[config.mk]
export PLATFORM = sky130hd
export DESIGN_NAME = sar_cordic_cell
export DESIGN_NICKNAME = d
export VERILOG_FILES = /design/src/hw/rtl/sar_pkg.sv /design/src/hw/rtl/sar_cordic_cell.sv
export SDC_FILE = /design/constraint.sdc
export NUM_CORES = 1
export LEC_CHECK = 0
export ABC_AREA = 1
export CORE_MARGIN = 2
export CORE_UTILIZATION = 45
export CTS_CLUSTER_SIZE = 12
export DETAILED_ROUTE_END_ITERATION = 12
export DONT_BUFFER_PORTS = 1
export PLACE_DENSITY = 0.57
export SLEW_MARGIN = 40
export SYNTH_ARGS = -nofsm -noshare
export SYNTH_HDL_FRONTEND = slang
export SYNTH_SLANG_ARGS = --single-unit
[constraint.sdc]
create_clock -name clk_i -period 1.65 [get_ports clk_i]
set_input_delay 0.165 -clock clk_i [delete_from_list [all_inputs] [get_ports clk_i]]
set_output_delay 0.165 -clock clk_i [all_outputs]
set_load 0.005 [all_outputs]
[src/hw/rtl/sar_pkg.sv]
// ----------------------------------------------------------------------------
// sar_pkg
// shared types, constants and the arctangent table of the segment rotator
// ----------------------------------------------------------------------------
`default_nettype none

package sar_pkg;

  localparam int unsigned COORD_WIDTH_DEF = 24;
  localparam int unsigned ANGLE_WIDTH_DEF = 16;
  localparam int unsigned CORDIC_STEPS    = 16;
  localparam int unsigned FULL_ANGLE_W    = 16;

  localparam int unsigned CX_W  = 20;
  localparam int unsigned CZ_W  = 18;
  localparam int unsigned CS_W  = 18;

  localparam int CORDIC_X0  = 39797;
  localparam int ONE_Q16    = 65536;
  localparam int QUARTER    = 16384;
  localparam int HALF       = 32768;
  localparam int ROUND_HALF = 32768;
  localparam int FRAC_SHIFT = 16;
  localparam int ONE_FIXED  = 256;

  localparam logic [1:0] REG_AXIS    = 2'd0;
  localparam logic [1:0] REG_ANGLE_X = 2'd1;
  localparam logic [1:0] REG_ANGLE_Y = 2'd2;
  localparam logic [1:0] REG_ANGLE_Z = 2'd3;

  typedef enum logic [1:0] {
    AXIS_NONE = 2'd0,
    AXIS_X    = 2'd1,
    AXIS_Y    = 2'd2,
    AXIS_Z    = 2'd3
  } axis_e;

  typedef struct packed {
    logic                   valid;
    logic                   neg;
    logic signed [CX_W-1:0] x;
    logic signed [CX_W-1:0] y;
    logic signed [CZ_W-1:0] z;
  } cordic_t;

  typedef struct packed {
    logic  valid;
    axis_e axis;
  } rot_ctl_t;

  function automatic int atan_f(input int unsigned step);
    int r;
    case (step)
      0:       r = 8192;
      1:       r = 4836;
      2:       r = 2555;
      3:       r = 1297;
      4:       r = 651;
      5:       r = 326;
      6:       r = 163;
      7:       r = 81;
      8:       r = 41;
      9:       r = 20;
      10:      r = 10;
      11:      r = 5;
      12:      r = 3;
      13:      r = 1;
      14:      r = 1;
      default: r = 0;
    endcase
    return r;
  endfunction

endpackage

`default_nettype wire

[src/hw/rtl/sar_cordic_cell.sv]
// ----------------------------------------------------------------------------
// sar_cordic_cell
// one registered cordic iteration with a fixed shift
// ----------------------------------------------------------------------------
`default_nettype none

module sar_cordic_cell import sar_pkg::*; #(
  parameter int unsigned Shift = 0
) (
  input  wire logic    clk_i,
  input  wire logic    rst_ni,
  input  wire logic    en_i,
  input  wire cordic_t cell_i,
  output cordic_t      cell_o
);

  localparam logic signed [CZ_W-1:0] ATAN = CZ_W'(atan_f(Shift));

  cordic_t cell_d, cell_q;
  logic signed [CX_W-1:0] xs, ys;

  always_comb begin
    xs = cell_i.x >>> Shift;
    ys = cell_i.y >>> Shift;
    cell_d       = cell_i;
    if (!cell_i.z[CZ_W-1]) begin
      cell_d.x = cell_i.x - ys;
      cell_d.y = cell_i.y + xs;
      cell_d.z = cell_i.z - ATAN;
    end else begin
      cell_d.x = cell_i.x + ys;
      cell_d.y = cell_i.y - xs;
      cell_d.z = cell_i.z + ATAN;
    end
  end

  always_ff @(posedge clk_i or negedge rst_ni) begin
    if (!rst_ni) begin
      cell_q <= '0;
    end else if (en_i) begin
      cell_q <= cell_d;
    end
  end

  assign cell_o = cell_q;

endmodule

`default_nettype wire

## Word level (Yosys, flattened, before mapping)

Index checks and enable logic that the tools add are counted.

| word-level totals | value |
|---|---|
| latch bits | 0 |
| bits in read-only memories | 0 |
| RAM bits | 0 |
| memories kept | 0 |
| input port bits | 63 |
| word-level logic and storage cells | 11 |
| flip-flop bits (word level) | 60 |

| cells by class | value |
|---|---|
| $add $sub $neg | 5 |
| reductions and logical operators | 0 |
| muxes and demuxes | 1 |
| eq/ne operators | 0 |
| magnitude comparators | 0 |
| div/mod/pow operators | 0 |
| multipliers | 0 |
| shift-type cells | 0 |
| bitwise logic cells | 0 |

Operators with widths:

| cell | count |
|---|---|
| $mux 58 | 1 |
| $sub 20x20->20 | 2 |
| $add 20x20->20 | 1 |
| $add 18x15->18 const B | 1 |
| $sub 18x15->18 const B | 1 |

## Logic depth before layout (Yosys ltp)

| logic depth | value |
|---|---|
| depth after elaboration | 2 |
| gate-level depth with buffers | 17 |
| mapped depth without buffers | 16 |

## Worst setup path before layout

No wires, ideal clock.

| path | value |
|---|---|
| path kind | input port to flip-flop |
| from | input port cell_i[38] in the netlist's numbering |
| to | register cell_q (netlist bit cell_o[54]) |
| required time | 1.533 ns |
| slack | -0.002 ns |
| buffers on the path | 0 |
| stages on the path | 13 |
| arrival time | 1.536 ns |
| cells stage by stage | inv_1 > ha_1 > fa_1 > o21bai_2 > nand2_1 > nand2_1 > nand2_1 > nand2_1 > nand2_1 > nand3_1 > nand2_1 > nand2_1 > nand2_1 |

| on the way | value |
|---|---|
| word-level cells in the longest chain between the ends | 2 |
| elaborated cells between the ends (all ways) | 3 |
| classes of those cells | 2 x add/sub; 1 x mux |

Ends and longest elaborated chain:

| element | RTL line | source |
|---|---|---|
| start: declaration | sar_cordic_cell.sv:13 | `input wire cordic_t cell_i,` |
| $sub 20x20->20 / $add 20x20->20 (equally long branches) | sar_cordic_cell.sv:27, sar_cordic_cell.sv:31 |  |
| $mux 58 (*) | sar_cordic_cell.sv:26 | `if (!cell_i.z[CZ_W-1]) begin` |
| end signal: assignment | sar_cordic_cell.sv:41 | `cell_q <= cell_d;` |
| end: declaration | sar_cordic_cell.sv:19 | `cordic_t cell_d, cell_q;` |

Mark *: on every way between the ends. The rest lies on a longest branch, timed or not.
A chain may end at the register's enable or synchronous reset.

## Worst setup path after layout

| path | value |
|---|---|
| from | input port cell_i[26] in the netlist's numbering |
| to | register cell_q (netlist bit cell_o[36]) |

| on the way | value |
|---|---|
| word-level cells in the longest chain between the ends | 2 |
| elaborated cells between the ends (all ways) | 3 |
| classes of those cells | 2 x add/sub; 1 x mux |

Ends and longest elaborated chain:

| element | RTL line |
|---|---|
| $add 20x20->20 / $sub 20x20->20 (equally long branches) | sar_cordic_cell.sv:28, sar_cordic_cell.sv:32 |
| $mux 58 (*) | sar_cordic_cell.sv:26 |

Marked as above.

==> run_results.csv <==
group,metric,value,unit
clock_tree,cts_tree,"yes",
clock_tree,clockBufferDepth,2,
final_layout,syn2layout_area_growth,20.7,%
floorplanning,die_h,121,um
route,wl,18000,um
pwr,p_leak,4.15,nW
place,dp_cells,1215,
synthesis,synth_top_family_by_area,"simple AND/OR/NAND/NOR gates",
sta,drv_slew,0,
setup_path,worstPathRequired,1.87,ns
sta,hold_violations,0,
floorplanning,core,13300,um2
pwr,p_total,0.00587,W
setup_path,cp_data_arrival_time,1.74,ns
place,gp_congestion,0.926,
synthesis,synthCells,988,
setup_path,max_stage_delay,0.32,ns
synthesis,ys_ff_latch,59,
synthesis,syn_area_per_cell,6.27,um2
setup_path,critPathKind,"input port to register",
clock_tree,ctsRootBufferMaster,"clkbuf_16",
pwr,power_density,786,nW/um2
place,io_buffers,0,
setup_path,crit_path_frequent_cell,"nand2_1",
sta,fin_crit,1.53,ns
synthesis,async_flop_share,1.00,
floorplanning,dieArea,14700,um2
sta,rsz0062_at_grt,"false",
sta,max_slew_margin,0.608,
clock_tree,cts_buffers,9,
synthesis,synth-simple-area-share,0.384,
final_layout,final_cells,1252,
synthesis,synth_edf_count,0,
setup_path,critPathLaunchType,"input port",
status,outcome,"finished, final reports clean",
place,place_area,6870,um2
floorplanning,initial_core_util,0.464,
synthesis,yosysWarnings,0,
route,drt.antenna.violating_nets,0,
final_layout,design_area,7470,um2
floorplanning,num_rows,42,
global_route,grtUsageTotal,0.245,
synthesis,synth_top_area_share,0.238,
global_route,globalRouteOverflowTotal,0,
setup_path,critPathCaptureType,"register",
route,avgRoutedWirePerCell,14.4,um
synthesis,synth_fa_ha_area_frac,0.134,
final_layout,drive_gt1_frac,0.152,
route,drt_iter0_markers,450,
hold_path,hp-class,"input port to register",
synthesis,synth_compound_area_frac,0.102,
place,dp_hpwl,14100,um
run,drv_cap,0,
final_layout,n_antenna_cell,0,
route,vias,6127,
floorplanning,die_width,121,um
sta,tns,0,ns
setup_path,crit_slowest_cell,"ha_1",
global_route,grt_pass1_wl,28300,um
sta,worst-slew-pin-transition,0.588,ns
final_layout,largest_reg_flops,59,
sta,max_freq,0.655,GHz
global_route,grt_max_degree,60,
synthesis,yosys-top-cells-area,"dfrtp_1 24%, nand2_1 23%, ha_1 12%",
synthesis,synth-main-ff-cell,"dfrtp_1",
clock_tree,clk_pin_slew,0.05,ns
final_layout,fin_nets,1198,
route,firstDrtPassIters,5,
synthesis,syn-cell-area,6190,um2
sta,clock_skew,0,ns
sta,fin_hold_ws,0.0119,ns
sta,setup_viol,0,
setup_path,path_cells,"inv_1 -> ha_1 -> buf_12 -> nand2_2 -> inv_1 -> a21oi_1 -> nand3_1 -> nand2_1 -> nand2_1 -> nand2_1 -> nand3_1 -> nand3_1 -> nand2_1",
synthesis,muxShareOfSynthArea,0,
setup_path,path_max_fanout,10,
synthesis,synthDominantAreaCellType,"dfrtp_1",
synthesis,ys_seq_area_frac,0.238,
global_route,grt_pass1_vias,5767,
synthesis,synth_xor_xnor_area_share,0.0226,
clock_tree,htreeDepth,3,
pwr,vdd_drop_max,0.481,mV
route,avgViaCountPerCell,4.89,
clock_tree,cts_sinks,59,
synthesis,post_synth_num_cell_types,38,
clock_tree,clk_latency,0.32,ns
route,drc,0,
floorplanning,io_pins,123,
synthesis,synth_nets,1115,
sta,finalCritPeriodShare,0.925,
global_route,grt_antenna_before_repair,0,
clock_tree,cts_setup_buffers,0,
## cells in the final DEF (no fill, tap or decap), types with 7 or more instances in the layout
cell type,synthesis,layout
nand2_1,375,372
inv_1,125,125
buf_4,13,89
nand3_1,88,88
nor2_1,61,60
dfrtp_1,59,59
a21oi_1,52,52
ha_1,60,49
o21ai_0,24,24
dlygate4sd3_1,0,19
nand2_2,13,16
xor2_1,14,14
ha_2,0,10
o21bai_1,9,9
clkbuf_16,0,9
inv_2,7,7
o21ai_1,7,7
## worst max-delay path, delay by kind of cell
family	cells	cell delay, ns
AOI/OAI and AO/OA	1	0.22
adders and majority gates	1	0.32
buffers and inverters	3	0.25
and+or+nand+nor	8	0.79
## cell type report
| cell class | count | area [um2] |
|---|---|---|
| clock buffers | 11 | 233 |
| clock inverters | 5 | 77.6 |
| fillers | 1401 | 5870 |
| inverters | 133 | 499 |
| multi-input cells | 757 | 4040 |
| flip-flops and latches | 59 | 1480 |
| well taps | 176 | 220 |
| repair buffers | 111 | 926 |
## stage by stage
step / util / setup slack [ns]
floorplan: - / 0.00551
global placement: 0.514 / -0.228
detailed placement: 0.514 / -0.213
CTS: 0.555 / 0.121
global route: 0.560 / 0.00112
finish: 0.560 / 0.124
## logic make-up after synthesis
| group | Yosys count |
|---|---|
| and+or+nand+nor | 567 |
| buffers and inverters | 172 |
| AOI/OAI and AO/OA | 110 |
| adders and majority gates | 64 |
| DFF | 59 |
| xor gates and xnor gates | 16 |
## worst paths after layout
path / start / end / slack [ns] / depth (start not counted)
max: cell_i[26] / cell_o[36] / 0.12 / 13
min: en_i / cell_o[45] / 0.01 / 2
max reg2reg: cell_o[17] / cell_o[17] / 0.90 / 1
min reg2reg: cell_o[9] / cell_o[9] / 0.50 / 2
max in group asynchronous: rst_ni / cell_o[59] / 0.99 / 2
min in group asynchronous: rst_ni / cell_o[22] / 0.38 / 2
## cells in the mapped netlist, types with 2 or more instances
cell	n
a21oi_1	52
a21oi_2	3
a31oi_1	4
and2_1	3
buf_2	9
buf_4	13
buf_6	4
clkbuf_1	13
dfrtp_1	59
fa_1	4
ha_1	60
inv_1	125
inv_2	7
nand2_1	375
nand2_2	13
nand2_4	2
nand3_1	88
nand3_2	3
nand4_1	6
nor2_1	61
nor2_2	6
nor2_4	2
nor3_1	5
o211ai_1	6
o21ai_0	24
o21ai_1	7
o21bai_1	9
xnor2_1	2
xor2_1	14
## repair_timing
action	in CTS	in global routing
hold endpoints to repair	101	0
resized for setup	0	19
setup endpoints to repair	0	15
hold buffers	21	0
## where the power goes
group	internal, W	leakage, nW	switching, W	total (W)
Clock	0.00132	0.150	0.000632	0.00195
Sequential	0.00166	0.710	0.000185	0.00184
Combinational	0.000868	3.29	0.00121	0.00208
Total	0.00384	4.15	0.00203	0.00587
## routing by layer
layer  vias up  part of all wire  GRT usage
met4         0            0.0055     0.0546
met1      2705              0.51      0.364
met2       169              0.42      0.375
met3         6             0.065     0.0329
met5         -                 0          0
li1       3247                 -          -
(Power assumes the default switching activity.)
