`src/hw/rtl/sar_pkg.sv`:
```
// ----------------------------------------------------------------------------
// sar_pkg
// shared types, constants and the arctangent table of the segment rotator
// ----------------------------------------------------------------------------
`default_nettype none

package sar_pkg;

  localparam int unsigned COORD_WIDTH_DEF = 24;
  localparam int unsigned ANGLE_WIDTH_DEF = 16;
  localparam int unsigned CORDIC_STEPS    = 16;
  localparam int unsigned FULL_ANGLE_W    = 16;

  localparam int unsigned CX_W  = 20;
  localparam int unsigned CZ_W  = 18;
  localparam int unsigned CS_W  = 18;

  localparam int CORDIC_X0  = 39797;
  localparam int ONE_Q16    = 65536;
  localparam int QUARTER    = 16384;
  localparam int HALF       = 32768;
  localparam int ROUND_HALF = 32768;
  localparam int FRAC_SHIFT = 16;
  localparam int ONE_FIXED  = 256;

  localparam logic [1:0] REG_AXIS    = 2'd0;
  localparam logic [1:0] REG_ANGLE_X = 2'd1;
  localparam logic [1:0] REG_ANGLE_Y = 2'd2;
  localparam logic [1:0] REG_ANGLE_Z = 2'd3;

  typedef enum logic [1:0] {
    AXIS_NONE = 2'd0,
    AXIS_X    = 2'd1,
    AXIS_Y    = 2'd2,
    AXIS_Z    = 2'd3
  } axis_e;

  typedef struct packed {
    logic                   valid;
    logic                   neg;
    logic signed [CX_W-1:0] x;
    logic signed [CX_W-1:0] y;
    logic signed [CZ_W-1:0] z;
  } cordic_t;

  typedef struct packed {
    logic  valid;
    axis_e axis;
  } rot_ctl_t;

  function automatic int atan_f(input int unsigned step);
    int r;
    case (step)
      0:       r = 8192;
      1:       r = 4836;
      2:       r = 2555;
      3:       r = 1297;
      4:       r = 651;
      5:       r = 326;
      6:       r = 163;
      7:       r = 81;
      8:       r = 41;
      9:       r = 20;
      10:      r = 10;
      11:      r = 5;
      12:      r = 3;
      13:      r = 1;
      14:      r = 1;
      default: r = 0;
    endcase
    return r;
  endfunction

endpackage

`default_nettype wire

```
`src/hw/rtl/sar_margin_cell.sv`:
```
// ----------------------------------------------------------------------------
// sar_margin_cell
// negative extent margin of one axis, checked for the from and to endpoints
// ----------------------------------------------------------------------------
`default_nettype none

module sar_margin_cell import sar_pkg::*; #(
  parameter int unsigned CoordWidth = COORD_WIDTH_DEF
) (
  input  wire logic                  clk_i,
  input  wire logic                  rst_ni,
  input  wire logic                  upd_i,
  input  wire logic [CoordWidth-1:0] from_i,
  input  wire logic [CoordWidth-1:0] to_i,
  output logic [CoordWidth-1:0]      margin_d_o
);

  localparam logic [CoordWidth:0] MMAX = {1'b0, {CoordWidth{1'b1}}};

  function automatic logic [CoordWidth-1:0] check(input logic [CoordWidth-1:0] m,
                                                  input logic [CoordWidth-1:0] v);
    logic [CoordWidth-1:0] mag;
    logic [CoordWidth:0]   nxt;
    logic [CoordWidth-1:0] r;
    mag = -v;
    nxt = {1'b0, mag} + (CoordWidth+1)'(ONE_FIXED);
    r   = m;
    if (v[CoordWidth-1] && (m < mag)) begin
      r = (nxt > MMAX) ? MMAX[CoordWidth-1:0] : nxt[CoordWidth-1:0];
    end
    return r;
  endfunction

  logic [CoordWidth-1:0] margin_q, margin_d;

  always_comb begin
    margin_d = margin_q;
    if (upd_i) begin
      margin_d = check(check(margin_q, from_i), to_i);
    end
  end

  always_ff @(posedge clk_i or negedge rst_ni) begin
    if (!rst_ni) begin
      margin_q <= '0;
    end else begin
      margin_q <= margin_d;
    end
  end

  assign margin_d_o = margin_d;

endmodule

`default_nettype wire

```
`config.mk`:
```
export PLATFORM = sky130hd
export DESIGN_NAME = sar_margin_cell
export DESIGN_NICKNAME = d
export VERILOG_FILES = /design/src/hw/rtl/sar_pkg.sv /design/src/hw/rtl/sar_margin_cell.sv
export SDC_FILE = /design/constraint.sdc
export NUM_CORES = 1
export LEC_CHECK = 0
export ABC_CLOCK_PERIOD_IN_PS = 8840
export BUFFER_PORTS_ARGS = -buffer_cell sky130_fd_sc_hd__buf_2
export CORE_ASPECT_RATIO = 0.6
export CORE_UTILIZATION = 47
export DETAILED_ROUTE_END_ITERATION = 8
export GPL_TIMING_DRIVEN = 0
export MAX_ROUTING_LAYER = met4
export PLACE_DENSITY = 0.72
export SLEW_MARGIN = 25
export SYNTH_ARGS = -nofsm -noshare
export SYNTH_HDL_FRONTEND = slang
export SYNTH_SLANG_ARGS = --single-unit
```
`constraint.sdc`:
```
create_clock -name clk_i -period 8.84 [get_ports clk_i]
set_clock_uncertainty 0.05 [all_clocks]
set_input_delay 0.884 -clock clk_i [delete_from_list [all_inputs] [get_ports clk_i]]
set_output_delay 0.884 -clock clk_i [all_outputs]
set_load 0.005 [all_outputs]
```
* Word level (Yosys, flattened, before mapping) *
Index checks and enable logic that the tools add are counted.

word-level totals
  bits in read-only memories = 0
  bits in writable memories = 0
  bits in registers = 24
  bits in latches = 0
  bits of input ports = 51
  memories kept = 0

operators by class
  shift-type cells = 0
  multiplexer cells = 6
  equality and inequality tests = 0
  div/mod/pow operators = 0
  multipliers = 0
  $lt $le $gt $ge = 4
  add/subtract/negate cells = 4
  reductions and logical operators = 2
  bitwise gates (word level) = 0

operators with widths
  operator                                                                            number
  24-bit 2-to-1 mux                                                                   6
  24-bit by 9-bit adder with 25-bit output (second input constant)                    2
  25-bit by 24-bit greater-than comparator with 1-bit output (second input constant)  2
  24-bit < comparator                                                                 2
  24-bit negation                                                                     2
  1-bit logical AND                                                                   2

* Longest topological paths before layout *
  depth after elaboration = 10
  gate-level depth with buffers = 32
  mapped depth without buffers = 27

* Least setup slack after synthesis *
OpenSTA, ideal clock, no wires.

  kind = in2out
  start point = input port from_i[0]
  end point = output port margin_d_o[8]
  path buffers = 6
  slack = 1.011 ns
  cell stages on the path = 30
  arrival time = 6.895 ns
  cell sequence = inv_1 > ha_1 > buf_4 > or4b_1 > buf_2 > or4_4 > or3_1 > xnor2_1 > ha_1 > and4_1 > nand4_1 > o21a_1 > maj3_2 > o21ai_1 > buf_2 > buf_2 > mux2_2 > ha_1 > a21o_1 > a21o_1 > a21oi_1 > o21ai_0 > a211oi_1 > nor2_1 > o311ai_0 > o211ai_2 > buf_6 > buf_6 > mux2i_1 > a21oi_1

on the way
  longest elaborated chain between the ends = 10

ends and longest elaborated chain
  element                                                     RTL line               source
  start: declaration                                          sar_margin_cell.sv:13  input wire logic [CoordWidth-1:0] from_i,
  24-bit negation *                                           sar_margin_cell.sv:25  mag = -v;
  24-bit by 9-bit adder with 25-bit output                    sar_margin_cell.sv:26  nxt = {1'b0, mag} + (CoordWidth+1)'(ONE_FIXED);
  25-bit by 24-bit greater-than comparator with 1-bit output  sar_margin_cell.sv:29  r = (nxt > MMAX) ? MMAX[CoordWidth-1:0] : nxt[CoordWidth-1:0];
  24-bit 2-to-1 mux                                           sar_margin_cell.sv:29
  24-bit 2-to-1 mux *                                         sar_margin_cell.sv:28  if (v[CoordWidth-1] && (m < mag)) begin
  24-bit 2-to-1 mux *                                         sar_margin_cell.sv:38  if (upd_i) begin
  24-bit < comparator                                         sar_margin_cell.sv:28
  1-bit logical AND                                           sar_margin_cell.sv:28
  24-bit 2-to-1 mux *                                         sar_margin_cell.sv:28
  24-bit 2-to-1 mux *                                         sar_margin_cell.sv:38
  end: declaration                                            sar_margin_cell.sv:15  output logic [CoordWidth-1:0] margin_d_o

Mark *: on every way between the ends. The rest lies on a longest branch, timed or not. The select of a mux whose other input is x is not followed.

* Worst setup path in the final report *
  start point = input port from_i[0]
  end point = output port margin_d_o[9]

Same word-level chain as after synthesis.

==> impl_results.md <==
* Outcome: finished, final reports clean
* Register name with the most flops: margin_q
* Gpl congestion at 0.9419
* GRT overflow at 0
* DRC Markers at 0
* VDD IR max at 114.4 uV
* Slew headroom at 0.5568
* Post-Syn Area at 4432 sq um
* Hold WC Path Type: reg -> reg
* CP max FO at 12
* WP depth at 31
* Slew Viols, Final at 0
* Sequential area share after synthesis at 0.1355
* Worst EP arrival at 7.64 ns
* Worst r2r src: margin_q[17]
* Post-synth EDFFs at 0
* Yosys top cell area share at 0.1355
* Commonest cells after routing, fill and taps aside: buf_2 (70), nor2_1 (66), ha_1 (48)
* Design Area, Final at 5181 sq um
* Die height at 77.22 um
* Commonest non-fill, non-tap cell in the layout: buf_2
* Avg Synthesized Cell Area at 7.576 sq um
* Share of layout cells above drive strength 1 at 0.2060
* TritonCTS Buffers at 3
* Met3 Wirelength at 1424 um
* CP endpoint: margin_d_o[9]
* Synth Register Bits at 24
* Max-Cap Viols at 0
* Sum Neg Setup Slack at 0 ns
* Die W at 127.4 um
* Initial DRC Count at 465
* Cell count after synthesis at 585
* Worst skew pair latency at 0.27 ns
* GRT Resource Usage Total at 0.2963
* Hold Crit Depth at 1
* Clk root buf: clkbuf_16
* CP Buf/Inv Count at 8
* Post-layout minimum cycle time at 8.572 ns
* Switch share at 0.4812
* DP Wirelength at 11820 um
* Cell count of the worst reg-to-reg path at 23
* Max reg flops at 24
* Hold buffer count at cts at 0
* Routed WL at 14170 um
* Synth async-reset ratio at 1.000
* CP startpoint kind: input port
* Fmax at 116.7 MHz
* Vias at 4792
* Total core area at 9155 sq um
* Delay-heaviest family, CP: simple AND/OR/NAND/NOR gates
* Worst R2R End: margin_q[9]
* Met1 WL at 6797 um
* Vias per std cell at 6.028
* Final hold vios at 0
* Longest Clk Path Bufs at 2
* Slowest CP cell: or4_4
* Final Cycle Share at 0.9697
* Routed length per instance at 17.82 um
* Psw at 0.4709 mW
* Biggest regs: margin_q (24)
* Area Growth Syn to Fin at 16.91%
* Starting density of the core at 0.4841
* Area leader, netlist: dfrtp_1
* Routed Antenna Nets at 0
* Placed cell areas at 4940 sq um
* Vias in the first global route at 4309
* Clk pwr share at 0.105
* Leakage at 2.163 nW
* Clock transition at the registers of the reported paths at 0.06 ns
* Routed wl met2 at 5849 um
* Drt pass-1 iters at 6
* Count of cell types in the netlist at 79
* Synth Flop Type: dfrtp_1
* Ranking of synthesized cells by area: dfrtp_1 (14%), ha_1 (14%), xnor2_1 (7.5%)
* Diodes inserted at 0
* Final setup fails at 0
* FP Rows at 27
* Htree depth at 1
* Worst setup path start: from_i[0]
* Crit. End Element: output pin
* IO Count at 75
* Hold slack at 0.5345 ns
* Req. time, crit path at 7.91 ns
* CTS tree: done
* Yosys Warn Count at 0
* Worst-Margin Slew at 0.6579 ns
* Initial antenna violation count at 0
* Die Area at 9834 sq um
* Reg power frac at 0.210
* Critical Path Max Stage Delay at 0.46 ns
* Syn nets at 684
* Largest net degree at the start of global routing at 25
* Pwr dens at 188.9 nW/um^2
* Comb pwr share at 0.685
* R2R setup slack at 3.42 ns
* Overall power at 0.9785 mW
* Nets@finish at 766
* Total number of clock tree sinks at 24
* Internal at 0.5076 mW
* # port buffers at 69
* Crit Path Class: in -> out
* DR top layer: met4
* First-pass GRT wire length at 22140 um
cell usage after synthesis, types with 6 or more instances:
| master | n |
|---|---|
| nor4_1 | 12 |
| nor3_1 | 17 |
| ha_1 | 48 |
| nand4_1 | 14 |
| clkbuf_1 | 12 |
| o2bb2ai_1 | 9 |
| a31oi_1 | 6 |
| a21oi_1 | 24 |
| nand2b_1 | 16 |
| o21ai_0 | 23 |
| nand3_1 | 17 |
| xnor2_1 | 38 |
| inv_1 | 35 |
| nor2b_1 | 8 |
| o21ai_1 | 17 |
| or3_1 | 8 |
| buf_2 | 6 |
| nor2_1 | 66 |
| nand2_1 | 47 |
| dfrtp_1 | 24 |
| xor2_1 | 28 |
metrics by stage:
step	worst slack, ns	utilization	std cells
finish	0.2680	0.5659	795
global route	-0.02317	0.5659	795
CTS	0.1021	0.5502	787
detailed placement	-0.5796	0.5396	784
global placement	-0.3539	0.5396	784
floorplan	1.011	-	585
worst min path at each step:
stage | from | slack (ns) | to
final | margin_q[21] | 0.53 | margin_q[21]
after global routing | margin_q[21] | 0.56 | margin_q[21]
after global placement | margin_q[1] | 0.50 | margin_q[1]
after detailed placement | margin_q[18] | 0.51 | margin_q[18]
after floorplan | margin_q[4] | 0.48 | margin_q[4]
after CTS | margin_q[18] | 0.53 | margin_q[18]
worst reg2reg max path: stages, from the launching register on:
cell and delay, ns:
dfrtp_1 0.42, ha_1 0.34, nand4_1 0.18, nor2_1 0.20, nand4_1 0.12, o21a_1 0.19
maj3_2 0.35, o21ai_4 0.19, buf_6 0.18, mux2_2 0.35, ha_1 0.31, a21o_1 0.17
a21o_1 0.17, a21oi_1 0.14, o21ai_0 0.12, a211oi_1 0.27, nor2_1 0.11, o311ai_2 0.34
o211ai_2 0.24, buf_6 0.20, buf_2 0.19, nand3_1 0.11, nand4_1 0.18, buf_4 0.19
timing repair:
action / in CTS / in global routing
endpoints found under the setup margin: 24 / 24
setup buffers: 1 / 8
pin swaps: 0 / 2
resized for setup: 6 / 24
logic make-up (layout without fill, tap and decap cells):
kind of cell / count (synthesis) / after routing / share of synthesized area
simple gates: 246 / 246 / 0.3142
fa+ha+maj: 49 / 49 / 0.1381
buf+inv: 60 / 140 / 0.06013
compound gates: 134 / 134 / 0.2050
flops: 24 / 24 / 0.1355
xor+xnor: 67 / 67 / 0.1341
mux: 5 / 5 / 0.01299
cell type report:
type                       count  area, sq um
buffer                        24        158.9
clock buffer                   3        75.07
fill                         881         3974
inverter                      35        131.4
multi-input combinational    501         3640
sequential                    24        600.6
tap                          130        162.7
timing repair buffer          78        412.9
power groups by stage:
stage / logic (mW) / registers (mW) / clock network [mW]
6_report: 0.670 / 0.206 / 0.103
2_1_floorplan: 0.411 / 0.187 / 0
4_1_cts: 0.618 / 0.204 / 0.103
3_5_place_dp: 0.607 / 0.204 / 0
3_3_place_gp: 0.581 / 0.205 / 0
5_1_grt: 0.743 / 0.211 / 0.107
metal layers:
layer,GRT usage,vias to the layer above
met5,-,-
met4,0.02738,0
met3,0.05652,12
met2,0.4197,234
met1,0.4415,2248
li1,-,2298
(Power assumes the default switching activity.)
